===== src/chwc_pkg.sv =====
// ----------------------------------------------------------------------------
// chwc_pkg
// Shared constants, codes, command bundle and arctangent table for the
// compass heading unit with wheel interference compensation.
// ----------------------------------------------------------------------------
package chwc_pkg;

	// operation codes of an input beat
	localparam logic [1:0] OP_MEASURE = 2'd0;
	localparam logic [1:0] OP_CALIB   = 2'd1;
	localparam logic [1:0] OP_LOAD    = 2'd2;

	// configuration register indexes
	localparam logic [1:0] REG_CENTER_X = 2'd0;
	localparam logic [1:0] REG_CENTER_Y = 2'd1;
	localparam logic [1:0] REG_Y_SCALE  = 2'd2;

	localparam int DEF_COEFS_PER_POLY = 4;
	localparam int NUM_POLYS          = 6;
	localparam int CORDIC_STEPS       = 16;

	// datapath widths: corrected sample, rotation vector, angle accumulator
	localparam int XW = 40;
	localparam int CW = 48;
	localparam int ZW = 20;

	localparam logic signed [16:0]   PI_Q12      = 17'sd12868;
	localparam logic signed [ZW-1:0] PI_Q16      = 20'sd205887;
	localparam logic signed [15:0]   Y_SCALE_RST = 16'sd4096;

	// command bundle from controller to datapath
	typedef struct packed {
		logic capture;
		logic rd;
		logic mac;
		logic apply;
		logic scale;
		logic pre;
		logic step;
		logic fin;
	} chwc_cmd_t;

	// arctangent of 2^-i in Q.16
	function automatic logic signed [ZW-1:0] atan_tab(input logic [3:0] i);
		logic signed [ZW-1:0] r;
		case (i)
			4'd0:    r = 20'sd51472;
			4'd1:    r = 20'sd30385;
			4'd2:    r = 20'sd16055;
			4'd3:    r = 20'sd8150;
			4'd4:    r = 20'sd4091;
			4'd5:    r = 20'sd2047;
			4'd6:    r = 20'sd1024;
			4'd7:    r = 20'sd512;
			4'd8:    r = 20'sd256;
			4'd9:    r = 20'sd128;
			4'd10:   r = 20'sd64;
			4'd11:   r = 20'sd32;
			4'd12:   r = 20'sd16;
			4'd13:   r = 20'sd8;
			4'd14:   r = 20'sd4;
			default: r = 20'sd2;
		endcase
		return r;
	endfunction

endpackage


===== src/chwc_ctrl.sv =====
// ----------------------------------------------------------------------------
// chwc_ctrl
// Sequencer: walks the six polynomials, the Y scale, the rotation steps and
// the result hand-off, and drives the datapath commands.
// ----------------------------------------------------------------------------
module chwc_ctrl #(
	parameter int COEFS_PER_POLY = chwc_pkg::DEF_COEFS_PER_POLY,
	parameter int AW = 5
) (
	input  logic                clk,
	input  logic                arst_n,
	input  logic                in_accept,
	input  logic [1:0]          in_opcode,
	input  logic                out_stall,
	output logic                in_stall,
	output logic                out_valid,
	output chwc_pkg::chwc_cmd_t cmd,
	output logic [AW-1:0]       addr,
	output logic [2:0]          poly,
	output logic [3:0]          step
);

	localparam int KW = (COEFS_PER_POLY > 1) ? $clog2(COEFS_PER_POLY) : 1;

	typedef enum logic [2:0] {
		S_IDLE, S_RD, S_MAC, S_APPLY, S_SCALE, S_PRE, S_ROT, S_FIN
	} state_t;

	state_t        state_q;
	logic [KW-1:0] k_q;
	logic [AW-1:0] addr_q;
	logic [2:0]    poly_q;
	logic [3:0]    step_q;
	logic          out_valid_q;
	logic          fin_go;

	assign fin_go = (state_q == S_FIN) && (!out_valid_q || !out_stall);

	// state, counters and result valid
	always_ff @(posedge clk or negedge arst_n) begin
		if (!arst_n) begin
			state_q     <= S_IDLE;
			k_q         <= '0;
			addr_q      <= '0;
			poly_q      <= '0;
			step_q      <= '0;
			out_valid_q <= 1'b0;
		end else begin
			if (fin_go)
				out_valid_q <= 1'b1;
			else if (out_valid_q && !out_stall)
				out_valid_q <= 1'b0;
			case (state_q)
				S_IDLE: begin
					k_q    <= '0;
					addr_q <= '0;
					poly_q <= '0;
					step_q <= '0;
					if (in_accept) begin
						if (in_opcode == chwc_pkg::OP_MEASURE ||
								in_opcode == chwc_pkg::OP_CALIB)
							state_q <= S_RD;
						else
							state_q <= S_FIN;
					end
				end
				S_RD: state_q <= S_MAC;
				S_MAC: begin
					if (k_q == KW'(COEFS_PER_POLY - 1)) begin
						state_q <= S_APPLY;
					end else begin
						k_q     <= k_q + 1'b1;
						addr_q  <= addr_q + 1'b1;
						state_q <= S_RD;
					end
				end
				S_APPLY: begin
					k_q    <= '0;
					addr_q <= addr_q + 1'b1;
					if (poly_q == 3'(chwc_pkg::NUM_POLYS - 1)) begin
						state_q <= S_SCALE;
					end else begin
						poly_q  <= poly_q + 1'b1;
						state_q <= S_RD;
					end
				end
				S_SCALE: state_q <= S_PRE;
				S_PRE:   state_q <= S_ROT;
				S_ROT: begin
					step_q <= step_q + 1'b1;
					if (step_q == 4'(chwc_pkg::CORDIC_STEPS - 1))
						state_q <= S_FIN;
				end
				S_FIN: begin
					if (fin_go)
						state_q <= S_IDLE;
				end
				default: state_q <= S_IDLE;
			endcase
		end
	end

	// command decode
	always_comb begin
		cmd         = '0;
		cmd.capture = in_accept;
		cmd.rd      = (state_q == S_RD);
		cmd.mac     = (state_q == S_MAC);
		cmd.apply   = (state_q == S_APPLY);
		cmd.scale   = (state_q == S_SCALE);
		cmd.pre     = (state_q == S_PRE);
		cmd.step    = (state_q == S_ROT);
		cmd.fin     = fin_go;
	end

	assign in_stall  = (state_q != S_IDLE);
	assign out_valid = out_valid_q;
	assign addr      = addr_q;
	assign poly      = poly_q;
	assign step      = step_q;

endmodule


===== config.mk =====
export PLATFORM = sky130hd
export DESIGN_NAME = chwc_ctrl
export DESIGN_NICKNAME = d
export VERILOG_FILES = /design/src/chwc_pkg.sv /design/src/chwc_ctrl.sv
export SDC_FILE = /design/constraint.sdc
export NUM_CORES = 1
export LEC_CHECK = 0
export BUFFER_PORTS_ARGS = -buffer_cell sky130_fd_sc_hd__buf_4
export CAP_MARGIN = 20
export CORE_ASPECT_RATIO = 0.9
export CORE_UTILIZATION = 56
export DETAILED_ROUTE_END_ITERATION = 16
export PLACE_DENSITY = 0.82
export SLEW_MARGIN = 10
export SYNTH_ARGS = -nofsm -noshare
export SYNTH_HDL_FRONTEND = slang
export SYNTH_SLANG_ARGS = --single-unit
export TNS_END_PERCENT = 30

===== constraint.sdc =====
create_clock -name clk -period 3.3 [get_ports clk]
set_input_delay 0.495 -clock clk [delete_from_list [all_inputs] [get_ports clk]]
set_output_delay 0.495 -clock clk [all_outputs]
set_load 0.01 [all_outputs]

==> qor.csv <==
metric,value,unit
outcome,"complete, no violations",
"FFs w/ async S/R, synth",100,%
Mapped Area,0.00114,mm2
Slew headroom,45.3,%
Starting DRT DRC Count,18,
root buf cell,clkbuf_4,
I/O pins,28,
fin util,69.1,%
post-synth top area cell,dfrtp_1,
setup ws final,1010,ps
Total Wirelength,2.37,mm
# rows,15,
FF-to-FF path depth,3,
syn nets,128,
core box area,0.00191,mm2
initial antenna violation count,0,
f_max,437,MHz
first-pass GRT wire length,4.13,mm
CP required,2800,ps
Die Wd,49.5,um
Mapped Cells,117,
fin. max-slew vios,0,
Fin. Hold Viols,0,
CTS tree,yes,
# setup viols final,0,
Post-DP HPWL,1.66,mm
crit path max fanout,28,
classification of the worst setup path,reg -> out,
GP Congestion,0.829,
Final Critical Period,2290,ps
GRT Total Usage,24.8,%
maximum vdd drop,0.508,mV
DR DRC count,0,
worst slew pin tran,821,ps
clk_lat worst skew,290,ps
register area share after synthesis,39.6,%
layout cells sized above 1,29.0,%
via/cell ratio,5.84,
Post-DRT Antenna Nets,0,
final hold slack,47.0,ps
area delta synth->final,16.4,%
Worst EP arrival,1790,ps
post-layout net count,151,
r2r setup slk,1380,ps
Post-Syn Area per Cell,9.71,um2
die height,44.7,um
clock tree buffer depth,2,
count of different cell masters after synthesis,39,
Yosys top cell area share,39.6,%
RSZ-0062 raised after global routing,false,
hold buffer count at CTS,0,
yosys warns,0,
pre-CTS setup slack,1380,ps
Sink Count,18,
Post-synth top cells,"dfrtp_1, nand2_1",
Max Cap Viol,0,
leakage power,0.642,nW
Tcrit/Tclk final,69.4,%
setup total negative slack,0,ps
H-tree level count,1,
vias in the first global route,886,
Die ar.,0.00221,mm2
ys flop type,dfrtp_1,
Initial Util,59.3,%
clk slew on worst S/H paths,100,ps
post_cts resized,0,
buffers added on ports,26,
Setup crit start kind,register,
pin count of the biggest net entering global routing,29,
main area contributors after synthesis,"dfrtp_1, ha_1, mux2i_1",
#FFs+latches synth,18,
drt pass-1 iters,4,
DR WL/cell,14.6,um
total number of vias,952,
"count leader, synth",dfrtp_1,
grt total ovfl,0,
CP Capture Type,output port,
pwr dens,926,mW/mm2
diode count,0,
number of buffers created by CTS,3,
clk_skew,10.7,ps
"EDFF count, synth",0,
min-delay worst type,in -> async,
# Post-CTS Setup Buffers,0,
-- flip-flops by register name (all words and copies together), names as in the netlist --
register,count
addr,5
step,4
poly,3
state_q,3
k_q,2
out_valid,1
-- cell usage in the layout (no fill, tap or decap), types with 2 or more instances in the layout --
cell	synthesis	layout
a21oi_1	5	5
a31oi_1	2	2
and2_1	2	2
and3_2	2	2
and3b_2	2	2
buf_4	2	26
clkbuf_4	0	3
dfrtp_1	18	18
ha_1	5	5
inv_1	5	5
mux2_2	3	3
mux2i_1	6	6
nand2_1	7	7
nand2b_1	5	5
nand3_1	6	6
nor2_1	6	6
nor3_1	5	5
nor4_1	2	2
o211ai_1	3	3
o21ai_0	6	6
or4_1	3	3
-- worst paths after layout --
kind                       startpoint  endpoint
min in group clk               k_q[1]    k_q[1]
hold / removal                 arst_n   addr[4]
setup reg to reg           state_q[2]   step[2]
hold reg to reg                k_q[1]    k_q[1]
max in group asynchronous      arst_n   step[2]
setup / recovery           state_q[2]    cmd[1]
-- layer usage --
metal	share of wire [%]	routed length, um	global-route usage (%)
met5	0	0	0
met4	0.42	10	7.43
met3	4.4	105	6.06
met2	51	1210	41.1
met1	44	1050	32.9
-- worst max-delay path, cell delays in order, from the launching register on --
cell     delay [ps]
dfrtp_1         890
and3b_2         450
buf_4           160
-- metrics by stage --
step                std cells  area (um2)  power (mW)
detailed placement        160        1300        1.11
CTS                       163        1320        1.23
global placement          160        1300        1.07
finish                    163        1320        1.22
floorplan                 117        1140       0.908
global route              163        1320        1.33
-- where the power goes --
part	switching (mW)	total [mW]	internal [mW]
Sequential	0.177	0.485	0.308
Clock	0.0653	0.108	0.0425
Combinational	0.302	0.631	0.329
-- cells by family (layout without fill, tap and decap cells) --
| group | Yosys count | count (layout) | share of synthesized area [%] |
|---|---|---|---|
| AO/OA/AOI/OAI | 23 | 23 | 13.3 |
| adder cells (fa/ha/maj) | 5 | 5 | 5.51 |
| buffers and inverters | 15 | 36 | 8.04 |
| flip-flops | 18 | 18 | 39.6 |
| multiplexers | 10 | 10 | 9.25 |
| AND/OR/NAND/NOR | 46 | 46 | 24.2 |
-- final cells by class --
type | instances | area, um2
fillers | 169 | 592
inverters | 7 | 28.8
repair buffers | 26 | 195
flip-flops and latches | 18 | 450
multi-input cells | 84 | 594
clock buffers | 3 | 22.5
well taps | 25 | 31.3
No activity file was read; power rests on OpenSTA's default activity.
